File: src/rtl/sha256_byte_stream_hasher_core_defines.svh
// Assertion macros for the SHA-256 byte stream hasher.
// Used by the top level; the checks drop out when SYNTHESIS is defined.
`ifndef SHA256_BYTE_STREAM_HASHER_CORE_DEFINES_SVH
`define SHA256_BYTE_STREAM_HASHER_CORE_DEFINES_SVH

`ifndef SYNTHESIS

// Same-cycle implication, sampled on clk and held off during reset.
`define SHA_ASSERT_NOW(lbl, ante, cons) \
    lbl: assert property (@(posedge clk) disable iff (!rst_n) (ante) |-> (cons)) \
        else $error("sha256 core check failed");

// Next-cycle implication, sampled on clk and held off during reset.
`define SHA_ASSERT_NEXT(lbl, ante, cons) \
    lbl: assert property (@(posedge clk) disable iff (!rst_n) (ante) |=> (cons)) \
        else $error("sha256 core check failed");

`else

`define SHA_ASSERT_NOW(lbl, ante, cons)
`define SHA_ASSERT_NEXT(lbl, ante, cons)

`endif

`endif

File: src/rtl/sha256bsh_pkg.sv
// Shared types, constants and round functions for the SHA-256 byte stream hasher.
// Depends on nothing; used by the controller, the datapath and the top level.
package sha256bsh_pkg;

    localparam int FILL_W     = 7;
    localparam int ROUND_W    = 6;
    localparam int IDX_W      = 3;
    localparam int WORD_W     = 32;
    localparam int HASH_WORDS = 8;
    localparam int BLOCK_W    = 512;
    localparam int LEN_W      = 64;
    localparam int BYTE_W     = 8;
    localparam int OUT_TDATA_W = 40;

    localparam logic [FILL_W-1:0]  FILL_FULL = 7'd64;
    localparam logic [FILL_W-1:0]  FILL_LAST = 7'd63;
    localparam logic [FILL_W-1:0]  FILL_LEN  = 7'd56;
    localparam logic [ROUND_W-1:0] ROUND_LAST = 6'd63;
    localparam logic [IDX_W-1:0]   IDX_LAST   = 3'd7;
    localparam logic [BYTE_W-1:0]  PAD_BYTE   = 8'h80;
    localparam logic [LEN_W-1:0]   BLOCK_BITS = 64'd512;

    // Item kinds carried on the input tuser bit.
    localparam logic FUNC_ABSORB = 1'b0;
    localparam logic FUNC_FINISH = 1'b1;

    localparam logic [WORD_W-1:0] ROUND_K [64] = '{
        32'h428A2F98, 32'h71374491, 32'hB5C0FBCF, 32'hE9B5DBA5,
        32'h3956C25B, 32'h59F111F1, 32'h923F82A4, 32'hAB1C5ED5,
        32'hD807AA98, 32'h12835B01, 32'h243185BE, 32'h550C7DC3,
        32'h72BE5D74, 32'h80DEB1FE, 32'h9BDC06A7, 32'hC19BF174,
        32'hE49B69C1, 32'hEFBE4786, 32'h0FC19DC6, 32'h240CA1CC,
        32'h2DE92C6F, 32'h4A7484AA, 32'h5CB0A9DC, 32'h76F988DA,
        32'h983E5152, 32'hA831C66D, 32'hB00327C8, 32'hBF597FC7,
        32'hC6E00BF3, 32'hD5A79147, 32'h06CA6351, 32'h14292967,
        32'h27B70A85, 32'h2E1B2138, 32'h4D2C6DFC, 32'h53380D13,
        32'h650A7354, 32'h766A0ABB, 32'h81C2C92E, 32'h92722C85,
        32'hA2BFE8A1, 32'hA81A664B, 32'hC24B8B70, 32'hC76C51A3,
        32'hD192E819, 32'hD6990624, 32'hF40E3585, 32'h106AA070,
        32'h19A4C116, 32'h1E376C08, 32'h2748774C, 32'h34B0BCB5,
        32'h391C0CB3, 32'h4ED8AA4A, 32'h5B9CCA4F, 32'h682E6FF3,
        32'h748F82EE, 32'h78A5636F, 32'h84C87814, 32'h8CC70208,
        32'h90BEFFFA, 32'hA4506CEB, 32'hBEF9A3F7, 32'hC67178F2
    };

    localparam logic [WORD_W-1:0] INIT_HASH [HASH_WORDS] = '{
        32'h6A09E667, 32'hBB67AE85, 32'h3C6EF372, 32'hA54FF53A,
        32'h510E527F, 32'h9B05688C, 32'h1F83D9AB, 32'h5BE0CD19
    };

    typedef enum logic [2:0] {
        ST_IDLE,
        ST_PAD,
        ST_LEN,
        ST_COMP,
        ST_FOLD,
        ST_OUT
    } state_t;

    // What follows a compression.
    typedef enum logic [1:0] {
        MODE_ABSORB,
        MODE_PAD,
        MODE_FINAL
    } mode_t;

    // Source of the byte shifted into the block buffer.
    typedef enum logic [1:0] {
        BSEL_DATA,
        BSEL_PAD,
        BSEL_ZERO,
        BSEL_LEN
    } bsel_t;

    typedef struct packed {
        logic  shift_en;
        bsel_t bsel;
        logic  add_tail;
        logic  comp_load;
        logic  round_en;
        logic  fold;
        logic  count_block;
        logic  out_next;
        logic  reinit;
    } cmd_t;

    typedef struct packed {
        logic [FILL_W-1:0] fill;
        logic              round_last;
        logic              out_last;
    } stat_t;

    function automatic logic [WORD_W-1:0] rotr(input logic [WORD_W-1:0] x, input int n);
        rotr = (x >> n) | (x << (WORD_W - n));
    endfunction

    function automatic logic [WORD_W-1:0] big_sigma0(input logic [WORD_W-1:0] x);
        big_sigma0 = rotr(x, 2) ^ rotr(x, 13) ^ rotr(x, 22);
    endfunction

    function automatic logic [WORD_W-1:0] big_sigma1(input logic [WORD_W-1:0] x);
        big_sigma1 = rotr(x, 6) ^ rotr(x, 11) ^ rotr(x, 25);
    endfunction

    function automatic logic [WORD_W-1:0] small_sigma0(input logic [WORD_W-1:0] x);
        small_sigma0 = rotr(x, 7) ^ rotr(x, 18) ^ (x >> 3);
    endfunction

    function automatic logic [WORD_W-1:0] small_sigma1(input logic [WORD_W-1:0] x);
        small_sigma1 = rotr(x, 17) ^ rotr(x, 19) ^ (x >> 10);
    endfunction

endpackage

File: src/rtl/sha256bsh_ctrl.sv
// Controller state machine for the SHA-256 byte stream hasher.
// Depends on sha256bsh_pkg; drives the datapath by commands and reads its status.
module sha256bsh_ctrl (
    input  logic                 clk,
    input  logic                 rst_n,
    input  logic                 in_valid,
    output logic                 in_ready,
    input  logic                 in_func,
    output logic                 out_valid,
    input  logic                 out_ready,
    input  sha256bsh_pkg::stat_t stat,
    output sha256bsh_pkg::cmd_t  cmd
);
    import sha256bsh_pkg::*;

    state_t state_reg, state_next;
    mode_t  mode_reg, mode_next;

    // State and follow-on mode registers.
    always_ff @(posedge clk or negedge rst_n)
    begin
        if (!rst_n)
        begin
            state_reg <= ST_IDLE;
            mode_reg  <= MODE_ABSORB;
        end
        else
        begin
            state_reg <= state_next;
            mode_reg  <= mode_next;
        end
    end

    // Next state and commands.
    always_comb
    begin
        state_next = state_reg;
        mode_next  = mode_reg;
        cmd        = '0;
        cmd.bsel   = BSEL_DATA;
        in_ready   = 1'b0;
        out_valid  = 1'b0;
        unique case (state_reg)
            ST_IDLE:
            begin
                in_ready = 1'b1;
                if (in_valid)
                begin
                    cmd.shift_en = 1'b1;
                    if (in_func == FUNC_ABSORB)
                    begin
                        cmd.bsel = BSEL_DATA;
                        // The byte that completes a block starts its compression.
                        if (stat.fill == FILL_LAST)
                        begin
                            cmd.comp_load = 1'b1;
                            mode_next     = MODE_ABSORB;
                            state_next    = ST_COMP;
                        end
                    end
                    else
                    begin
                        cmd.bsel     = BSEL_PAD;
                        cmd.add_tail = 1'b1;
                        state_next   = ST_PAD;
                    end
                end
            end
            ST_PAD:
            begin
                // A full block after the pad byte is compressed before the length goes in.
                if (stat.fill == FILL_FULL)
                begin
                    cmd.comp_load = 1'b1;
                    mode_next     = MODE_PAD;
                    state_next    = ST_COMP;
                end
                else if (stat.fill == FILL_LEN)
                begin
                    state_next = ST_LEN;
                end
                else
                begin
                    cmd.shift_en = 1'b1;
                    cmd.bsel     = BSEL_ZERO;
                end
            end
            ST_LEN:
            begin
                cmd.shift_en = 1'b1;
                cmd.bsel     = BSEL_LEN;
                if (stat.fill == FILL_LAST)
                begin
                    cmd.comp_load = 1'b1;
                    mode_next     = MODE_FINAL;
                    state_next    = ST_COMP;
                end
            end
            ST_COMP:
            begin
                cmd.round_en = 1'b1;
                if (stat.round_last)
                begin
                    state_next = ST_FOLD;
                end
            end
            ST_FOLD:
            begin
                cmd.fold        = 1'b1;
                cmd.count_block = (mode_reg == MODE_ABSORB);
                unique case (mode_reg)
                    MODE_ABSORB: state_next = ST_IDLE;
                    MODE_PAD:    state_next = ST_PAD;
                    MODE_FINAL:  state_next = ST_OUT;
                    default:     state_next = ST_IDLE;
                endcase
            end
            ST_OUT:
            begin
                out_valid = 1'b1;
                if (out_ready)
                begin
                    cmd.out_next = 1'b1;
                    // After the last word the hash words, bit count, fill and word index return to their reset values.
                    if (stat.out_last)
                    begin
                        cmd.reinit = 1'b1;
                        state_next = ST_IDLE;
                    end
                end
            end
            default:
            begin
                state_next = ST_IDLE;
            end
        endcase
    end

endmodule

File: src/rtl/sha256bsh_dp.sv
// Datapath of the SHA-256 byte stream hasher: block shift buffer, message
// schedule, round logic, hash words and bit count. Depends on sha256bsh_pkg.
module sha256bsh_dp (
    input  logic                                     clk,
    input  logic                                     rst_n,
    input  sha256bsh_pkg::cmd_t                      cmd,
    output sha256bsh_pkg::stat_t                     stat,
    input  logic [sha256bsh_pkg::BYTE_W-1:0]         data_byte,
    output logic [sha256bsh_pkg::WORD_W-1:0]         digest_word,
    output logic [sha256bsh_pkg::IDX_W-1:0]          word_index
);
    import sha256bsh_pkg::*;

    logic [BLOCK_W-1:0] blk_reg, blk_next;
    logic [WORD_W-1:0]  v_reg [HASH_WORDS];
    logic [WORD_W-1:0]  v_next [HASH_WORDS];
    logic [WORD_W-1:0]  hash_reg [HASH_WORDS];
    logic [WORD_W-1:0]  hash_next [HASH_WORDS];
    logic [LEN_W-1:0]   msg_bits_reg, msg_bits_next;
    logic [FILL_W-1:0]  fill_reg, fill_next;
    logic [ROUND_W-1:0] round_reg, round_next;
    logic [IDX_W-1:0]   idx_reg, idx_next;

    logic [BYTE_W-1:0]  in_byte;
    logic [WORD_W-1:0]  w0, w1, w9, w14, w_new;
    logic [WORD_W-1:0]  t1, t2, choose, major;

    // Byte source for the block buffer.
    always_comb
    begin
        unique case (cmd.bsel)
            BSEL_DATA: in_byte = data_byte;
            BSEL_PAD:  in_byte = PAD_BYTE;
            BSEL_ZERO: in_byte = '0;
            BSEL_LEN:  in_byte = msg_bits_reg[LEN_W-1 -: BYTE_W];
            default:   in_byte = '0;
        endcase
    end

    // Schedule window taps: the oldest word sits in the top bits.
    assign w0  = blk_reg[BLOCK_W-1 -: WORD_W];
    assign w1  = blk_reg[BLOCK_W-1-WORD_W -: WORD_W];
    assign w9  = blk_reg[BLOCK_W-1-9*WORD_W -: WORD_W];
    assign w14 = blk_reg[BLOCK_W-1-14*WORD_W -: WORD_W];
    assign w_new = small_sigma1(w14) + w9 + small_sigma0(w1) + w0;

    // One compression round.
    assign choose = (v_reg[4] & v_reg[5]) ^ (~v_reg[4] & v_reg[6]);
    assign major  = (v_reg[0] & v_reg[1]) ^ (v_reg[0] & v_reg[2]) ^ (v_reg[1] & v_reg[2]);
    assign t1 = v_reg[7] + big_sigma1(v_reg[4]) + choose + ROUND_K[round_reg] + w0;
    assign t2 = big_sigma0(v_reg[0]) + major;

    // Next-value logic.
    always_comb
    begin
        blk_next      = blk_reg;
        v_next        = v_reg;
        hash_next     = hash_reg;
        msg_bits_next = msg_bits_reg;
        fill_next     = fill_reg;
        round_next    = round_reg;
        idx_next      = idx_reg;

        if (cmd.shift_en)
        begin
            blk_next  = {blk_reg[BLOCK_W-BYTE_W-1:0], in_byte};
            fill_next = fill_reg + 1'b1;
        end
        else if (cmd.round_en)
        begin
            blk_next = {blk_reg[BLOCK_W-WORD_W-1:0], w_new};
        end

        if (cmd.comp_load)
        begin
            v_next = hash_reg;
        end
        else if (cmd.round_en)
        begin
            v_next[7] = v_reg[6];
            v_next[6] = v_reg[5];
            v_next[5] = v_reg[4];
            v_next[4] = v_reg[3] + t1;
            v_next[3] = v_reg[2];
            v_next[2] = v_reg[1];
            v_next[1] = v_reg[0];
            v_next[0] = t1 + t2;
        end

        if (cmd.round_en)
        begin
            round_next = round_reg + 1'b1;
        end

        // Bit count: tail bytes at finish, length bytes shifted out, whole blocks.
        if (cmd.add_tail)
        begin
            msg_bits_next = msg_bits_reg + {{(LEN_W-FILL_W-2){1'b0}}, fill_reg[FILL_W-2:0], 3'b000};
        end
        else if (cmd.shift_en && (cmd.bsel == BSEL_LEN))
        begin
            msg_bits_next = {msg_bits_reg[LEN_W-BYTE_W-1:0], {BYTE_W{1'b0}}};
        end
        else if (cmd.fold && cmd.count_block)
        begin
            msg_bits_next = msg_bits_reg + BLOCK_BITS;
        end

        if (cmd.fold)
        begin
            fill_next = '0;
            for (int i = 0; i < HASH_WORDS; i++)
            begin
                hash_next[i] = hash_reg[i] + v_reg[i];
            end
        end

        if (cmd.out_next)
        begin
            idx_next = idx_reg + 1'b1;
        end

        if (cmd.reinit)
        begin
            hash_next     = INIT_HASH;
            msg_bits_next = '0;
            fill_next     = '0;
            idx_next      = '0;
        end
    end

    // Hash state and counters.
    always_ff @(posedge clk or negedge rst_n)
    begin
        if (!rst_n)
        begin
            hash_reg     <= INIT_HASH;
            msg_bits_reg <= '0;
            fill_reg     <= '0;
            round_reg    <= '0;
            idx_reg      <= '0;
        end
        else
        begin
            hash_reg     <= hash_next;
            msg_bits_reg <= msg_bits_next;
            fill_reg     <= fill_next;
            round_reg    <= round_next;
            idx_reg      <= idx_next;
        end
    end

    // Block buffer and working variables carry no reset.
    always_ff @(posedge clk)
    begin
        blk_reg <= blk_next;
        v_reg   <= v_next;
    end

    assign stat.fill       = fill_reg;
    assign stat.round_last = (round_reg == ROUND_LAST);
    assign stat.out_last   = (idx_reg == IDX_LAST);

    assign digest_word = hash_reg[idx_reg];
    assign word_index  = idx_reg;

endmodule

File: src/rtl/sha256_byte_stream_hasher_core.sv
// Top level of the SHA-256 byte stream hasher: controller, datapath and checks.
// Depends on sha256bsh_pkg, sha256bsh_ctrl, sha256bsh_dp and the defines header.
//
//  Channel   Direction  tdata                          tuser / tlast
//  s_axis    in         [7:0] data_byte                tuser: func (0 absorb, 1 finish)
//  m_axis    out        [31:0] digest_word, [34:32]    tlast: last_word
//                       word_index, [39:35] zero
//
// An absorbed byte is taken while s_axis_tready is high; the 64th byte of a block then
// holds s_axis_tready low (64 rounds on the one round unit, one fold).
// A finish shifts in the pad byte, then the zero bytes (up to 63), with one pause before
// the eight length bytes and one before an extra block, and runs one or two compressions;
// eight words follow, one per accepted request, and a stalled m_axis holds
// the word with s_axis_tready low. Reset restores the initial hash words and clears counts.
`include "sha256_byte_stream_hasher_core_defines.svh"

module sha256_byte_stream_hasher_core (
    input  logic        clk,
    input  logic        rst_n,
    input  logic        s_axis_tvalid,
    output logic        s_axis_tready,
    input  logic [7:0]  s_axis_tdata,   // [7:0] data_byte
    input  logic        s_axis_tuser,   // [0] func
    output logic        m_axis_tvalid,
    input  logic        m_axis_tready,
    output logic [39:0] m_axis_tdata,   // [31:0] digest_word, [34:32] word_index
    output logic        m_axis_tlast    // last_word
);
    import sha256bsh_pkg::*;

    cmd_t               cmd;
    stat_t              stat;
    logic [WORD_W-1:0]  digest_word;
    logic [IDX_W-1:0]   word_index;

    sha256bsh_ctrl u_ctrl (
        .clk       (clk),
        .rst_n     (rst_n),
        .in_valid  (s_axis_tvalid),
        .in_ready  (s_axis_tready),
        .in_func   (s_axis_tuser),
        .out_valid (m_axis_tvalid),
        .out_ready (m_axis_tready),
        .stat      (stat),
        .cmd       (cmd)
    );

    sha256bsh_dp u_dp (
        .clk         (clk),
        .rst_n       (rst_n),
        .cmd         (cmd),
        .stat        (stat),
        .data_byte   (s_axis_tdata),
        .digest_word (digest_word),
        .word_index  (word_index)
    );

    // Output word packing.
    assign m_axis_tdata = {{(OUT_TDATA_W-WORD_W-IDX_W){1'b0}}, word_index, digest_word};
    assign m_axis_tlast = stat.out_last;

    // Input and output never open together.
    `SHA_ASSERT_NOW(a_no_overlap, s_axis_tready, !m_axis_tvalid)
    // After the final digest word the block is ready for a new message.
    `SHA_ASSERT_NEXT(a_idle_after_digest, m_axis_tvalid && m_axis_tready && m_axis_tlast, s_axis_tready && !m_axis_tvalid)
    // Compression only starts on a complete block.
    `SHA_ASSERT_NOW(a_load_on_full, cmd.comp_load, (stat.fill == FILL_FULL) || (cmd.shift_en && (stat.fill == FILL_LAST)))
    // Rounds run without a break until the last one.
    `SHA_ASSERT_NEXT(a_rounds_run, cmd.round_en && !stat.round_last, cmd.round_en)

endmodule

File: config.mk
export PLATFORM = sky130hd
export DESIGN_NAME = sha256_byte_stream_hasher_core
export DESIGN_NICKNAME = d
export VERILOG_FILES = /design/src/rtl/sha256bsh_pkg.sv /design/src/rtl/sha256bsh_ctrl.sv /design/src/rtl/sha256bsh_dp.sv /design/src/rtl/sha256_byte_stream_hasher_core.sv
export VERILOG_INCLUDE_DIRS = /design/src /design/src/rtl
export SDC_FILE = /design/constraint.sdc
export NUM_CORES = 2
export LEC_CHECK = 0
export BUFFER_PORTS_ARGS = -buffer_cell sky130_fd_sc_hd__clkbuf_2
export CELL_PAD_IN_SITES_DETAIL_PLACEMENT = 0
export CELL_PAD_IN_SITES_GLOBAL_PLACEMENT = 1
export CORE_MARGIN = 5
export CORE_UTILIZATION = 55
export CTS_CLUSTER_DIAMETER = 150
export DETAILED_ROUTE_END_ITERATION = 8
export PLACE_DENSITY_LB_ADDON = 0.1
export REMOVE_ABC_BUFFERS = 1
export SYNTH_ARGS = -nofsm -noshare
export SYNTH_HDL_FRONTEND = slang
export SYNTH_SLANG_ARGS = --single-unit
export TNS_END_PERCENT = 20
File: constraint.sdc
create_clock -name clk -period 23.5 [get_ports clk]
set_input_delay 2.35 -clock clk [delete_from_list [all_inputs] [get_ports clk]]
set_output_delay 2.35 -clock clk [all_outputs]
set_load 0.05 [all_outputs]
==> metrics.txt <==
# TYPE chip_impl_metric gauge
chip_impl_info{name="run_status",value="finished, final reports clean"} 1
chip_impl_metric{name="worstRegToRegCells",unit=""} 36
chip_impl_metric{name="boundaryPins",unit=""} 56
chip_impl_metric{name="grtUsageMet2",unit=""} 0.503
chip_impl_info{name="critical_path.endpoint_type",value="flop"} 1
chip_impl_metric{name="floorplan.initialDensity",unit=""} 0.551
chip_impl_metric{name="cts-hold-fix-buffers",unit=""} 0
chip_impl_info{name="worstHoldStart",value="u_dp.hash_reg[223]"} 1
chip_impl_metric{name="power.density_cell_area",unit="mW/mm^2"} 48.7
chip_impl_metric{name="syn-cell-area",unit="sq mm"} 0.0766
chip_impl_metric{name="syn-instance-count",unit=""} 8425
chip_impl_info{name="grt_busiest_layer",value="met2"} 1
chip_impl_metric{name="final_core_util",unit=""} 0.589
chip_impl_info{name="worst_hold_path.endpoint",value="u_dp.hash_reg[223]"} 1
chip_impl_metric{name="totalWireLength",unit="mm"} 249
chip_impl_metric{name="reg2reg_setup_slack",unit="ns"} 13.35
chip_impl_info{name="worst_path_most_repeated_cell",value="sky130_fd_sc_hd__a21oi_1"} 1
chip_impl_metric{name="num-fill-cells",unit=""} 12203
chip_impl_metric{name="nets",unit=""} 8811
chip_impl_metric{name="pre_antenna_drt_iters",unit=""} 8
chip_impl_info{name="worstReg2RegStart",value="u_dp.round_reg[1]"} 1
chip_impl_metric{name="clock_path_buffers",unit=""} 3
chip_impl_metric{name="setup_tns",unit="ns"} 0
chip_impl_info{name="synth-main-ff-cell",value="sky130_fd_sc_hd__edfxtp_1"} 1
chip_impl_metric{name="first_global_vias",unit=""} 58871
chip_impl_metric{name="netlist-cell-type-count",unit=""} 100
chip_impl_metric{name="max_freq",unit="GHz"} 0.0985
chip_impl_metric{name="final_hold_viol_count",unit=""} 0
chip_impl_info{name="synth_top_area_cell",value="sky130_fd_sc_hd__edfxtp_1"} 1
chip_impl_metric{name="timing.final.max_slew_violations",unit=""} 0
chip_impl_metric{name="grt_start_max_net_pins",unit=""} 155
chip_impl_metric{name="design.core.area",unit="sq mm"} 0.139
chip_impl_metric{name="overflow",unit=""} 0
chip_impl_info{name="ys_top_cells_by_area",value="sky130_fd_sc_hd__edfxtp_1 30%, sky130_fd_sc_hd__nand2_1 12%, sky130_fd_sc_hd__ha_1 6.6%, sky130_fd_sc_hd__dfrtp_1 6.6%, sky130_fd_sc_hd__fa_1 5.1%"} 1
chip_impl_metric{name="routed_wire_length_per_instance",unit="um"} 24.7
chip_impl_metric{name="min_delay_path_depth",unit=""} 2
chip_impl_metric{name="worstPathArrival",unit="ns"} 10.71
chip_impl_info{name="startpoint_type",value="flop"} 1
chip_impl_metric{name="detailed_route_via_count",unit=""} 62373
chip_impl_metric{name="final.min_clock_period",unit="ns"} 10.16
chip_impl_metric{name="final_instance_area",unit="sq mm"} 0.0818
chip_impl_metric{name="timing.critical_path.fanout_max",unit=""} 18
chip_impl_metric{name="postSynthRegisterBits",unit=""} 1106
chip_impl_info{name="clock_tree_from_tritoncts",value="built"} 1
chip_impl_metric{name="largest_register_ff_count",unit=""} 512
chip_impl_metric{name="cts.sink_count",unit=""} 1106
chip_impl_metric{name="stdcell_count",unit=""} 10111
chip_impl_info{name="cts_root_buffer",value="sky130_fd_sc_hd__clkbuf_16"} 1
chip_impl_metric{name="worst-endpoint-required",unit="ns"} 24.05
chip_impl_metric{name="path_clk_slew",unit="ns"} 0.06
chip_impl_metric{name="fp.dieH",unit="um"} 383
chip_impl_metric{name="timing.final.setup_violations",unit=""} 0
chip_impl_metric{name="leakage",unit="uW"} 0.0359
chip_impl_metric{name="remaining_design_rule_violation_count",unit=""} 0
chip_impl_metric{name="ys_async_sr_fraction",unit=""} 0.306
chip_impl_info{name="yosys.cell_count.top_type",value="sky130_fd_sc_hd__nand2_1"} 1
chip_impl_metric{name="worst_max_slew_pin_slew",unit="ns"} 1.19
chip_impl_metric{name="multi_input_gate_area",unit="sq mm"} 0.0421
chip_impl_metric{name="ant_nets",unit=""} 0
chip_impl_metric{name="cap_viol_max_count",unit=""} 0
chip_impl_info{name="crit_type",value="reg2reg"} 1
chip_impl_metric{name="grt_pass1_wl",unit="mm"} 375
chip_impl_info{name="min_delay_path_class",value="reg2reg"} 1
chip_impl_metric{name="worst-path-buf-inv",unit=""} 5
chip_impl_metric{name="die_area",unit="sq mm"} 0.147
chip_impl_metric{name="port-buffer-count",unit=""} 50
chip_impl_metric{name="htree_levels",unit=""} 3
chip_impl_info{name="critical_path.slowest_cell",value="sky130_fd_sc_hd__dfrtp_1"} 1
chip_impl_metric{name="gr-usage-all-layers",unit=""} 0.333
chip_impl_metric{name="detail_route.vias_per_cell",unit=""} 6.17
chip_impl_metric{name="dp_hpwl",unit="mm"} 183
chip_impl_metric{name="grtUsageMet3",unit=""} 0.0538
chip_impl_metric{name="cpPeakStageDelay",unit="ns"} 0.76
chip_impl_metric{name="synthToLayoutAreaGrowth",unit="%"} 6.87
chip_impl_metric{name="post_cts_resized",unit=""} 0
chip_impl_metric{name="sequential_cell_area",unit="sq mm"} 0.0317
chip_impl_info{name="post_synth_most_frequent_cells",value="2394 x sky130_fd_sc_hd__nand2_1, 768 x sky130_fd_sc_hd__edfxtp_1, 572 x sky130_fd_sc_hd__o21ai_0, 507 x sky130_fd_sc_hd__a21oi_1, 418 x sky130_fd_sc_hd__clkbuf_1"} 1
chip_impl_metric{name="synth_area_per_cell",unit="sq um"} 9.09
chip_impl_metric{name="dpl.cell_count",unit=""} 9880
chip_impl_metric{name="detail_route.iter0.violations",unit=""} 6608
chip_impl_metric{name="layout-drive-gt1-share",unit=""} 0.0755
chip_impl_metric{name="fraction_of_post_synthesis_cell_area_in_the_top_cell_type_by_area",unit=""} 0.301
chip_impl_metric{name="cts_buf_count",unit=""} 121
chip_impl_metric{name="ys_warn_count",unit=""} 0
chip_impl_metric{name="max_slew_margin",unit=""} 0.208
chip_impl_info{name="critical_path.reg2reg.endpoint",value="u_dp.v_reg[255]"} 1
chip_impl_metric{name="count_of_flip_flops_with_a_built_in_enable_after_synthesis",unit=""} 768
chip_impl_info{name="worst_path_dominant_cell_family",value="adder cells"} 1
chip_impl_metric{name="cell_area_after_placement",unit="sq mm"} 0.0779
chip_impl_metric{name="global_route.usage.met1",unit=""} 0.493
chip_impl_metric{name="placement_rows",unit=""} 137
chip_impl_metric{name="cts_post_setup_buffers_inserted",unit=""} 0
chip_impl_metric{name="grt_antenna_before_repair",unit=""} 11
chip_impl_metric{name="skew",unit="ns"} 0.0680
chip_impl_metric{name="synth.yosys.seq_area_share",unit=""} 0.414
chip_impl_metric{name="die_w",unit="um"} 383
chip_impl_info{name="rsz_0062_raised_after_global_routing",value="no"} 1
chip_impl_metric{name="worstSkewPairLatency",unit="ns"} 0.80
chip_impl_metric{name="total_power",unit="uW"} 3980
chip_impl_metric{name="finalCritPeriodShare",unit=""} 0.432
chip_impl_metric{name="peakVddDrop",unit="uV"} 63.8
chip_impl_metric{name="gp_congestion",unit=""} 0.981
-- per-stage QoR --
step                      hold WS, ns  setup WS [ns]
after floorplan                 0.461         -12.12
after global placement          0.487          13.63
after detailed placement        0.484          13.59
after CTS                       0.498          13.57
after global routing            0.513          12.87
final                           0.500          13.35
-- routing by layer --
layer / up-vias / wire (um)
li1: 28765 / -
met1: 30585 / 111000
met2: 2547 / 109000
met3: 466 / 20000
met4: 10 / 9160
met5: - / 62
-- layout make-up --
type,instances,area share
Sequential cell,1106,0.387
Clock inverter,60,0.00714
Inverter,284,0.0130
Timing Repair Buffer,125,0.0102
Clock buffer,167,0.0403
Tap cell,1807,0.0276
Multi-Input combinational cell,6558,0.514
Antenna cell,4,0.000122
-- tightest hold or removal path: stages, from the launching register on --
cell                      delay, ns
sky130_fd_sc_hd__dfstp_2       0.38
sky130_fd_sc_hd__nand2_1       0.05
sky130_fd_sc_hd__o31ai_1       0.06
-- kinds of logic (layout without fill, tap and decap cells) --
family / after synthesis / count (layout) / share of synthesized area
adder cells (fa/ha/maj): 626 / 626 / 0.121
flip-flops: 1106 / 1106 / 0.414
buffers and inverters: 765 / 636 / 0.0381
multiplexers: 146 / 146 / 0.0313
XOR/XNOR: 596 / 596 / 0.0682
other: 1 / 9 / 0.0000490
AND/OR/NAND/NOR: 3414 / 3414 / 0.187
AO/OA/AOI/OAI: 1771 / 1771 / 0.141
-- worst max-delay path by stage --
| stage | startpoint | to | slack [ns] | cells after the start |
|---|---|---|---|---|
| after floorplan | s_axis_tvalid | u_dp.blk_reg[0] | -12.12 | 3 |
| after global placement | u_dp.round_reg[1] | u_dp.v_reg[255] | 13.63 | 36 |
| after detailed placement | u_dp.round_reg[1] | u_dp.v_reg[255] | 13.59 | 36 |
| after CTS | u_dp.round_reg[1] | u_dp.v_reg[255] | 13.57 | 36 |
| after global routing | u_dp.round_reg[1] | u_dp.v_reg[255] | 12.87 | 36 |
| final | u_dp.round_reg[1] | u_dp.v_reg[255] | 13.35 | 36 |
-- placed cells by master, fill, tap and decap left out, drive strengths merged, types with 21 or more instances in the layout --
cell type / instances
o21bai: 49
a31oi: 66
dfrtp: 202
nand2: 2394
mux4: 69
edfxtp: 768
or3: 36
maj3: 24
dfstp: 136
nand4: 39
inv: 285
xnor2: 404
buf: 76
nand2b: 68
xor2: 192
ha: 406
nor3: 157
o31ai: 35
nand3: 169
a22oi: 21
and4: 21
a21oi: 508
a21boi: 23
fa: 196
o211ai: 35
a21o: 196
nor2b: 54
clkinv: 49
mux2: 58
o21a: 40
o21ai: 578
clkbuf: 216
nor2: 333
and3: 57
a211oi: 40
-- power breakdown --
| part | switching [uW] | internal [uW] |
|---|---|---|
| clock | 856 | 1040 |
| combinational | 16.8 | 1.75 |
| sequential | 0.393 | 2070 |
| total | 873 | 3110 |
Note: power is estimated with default switching activity, not from simulation.
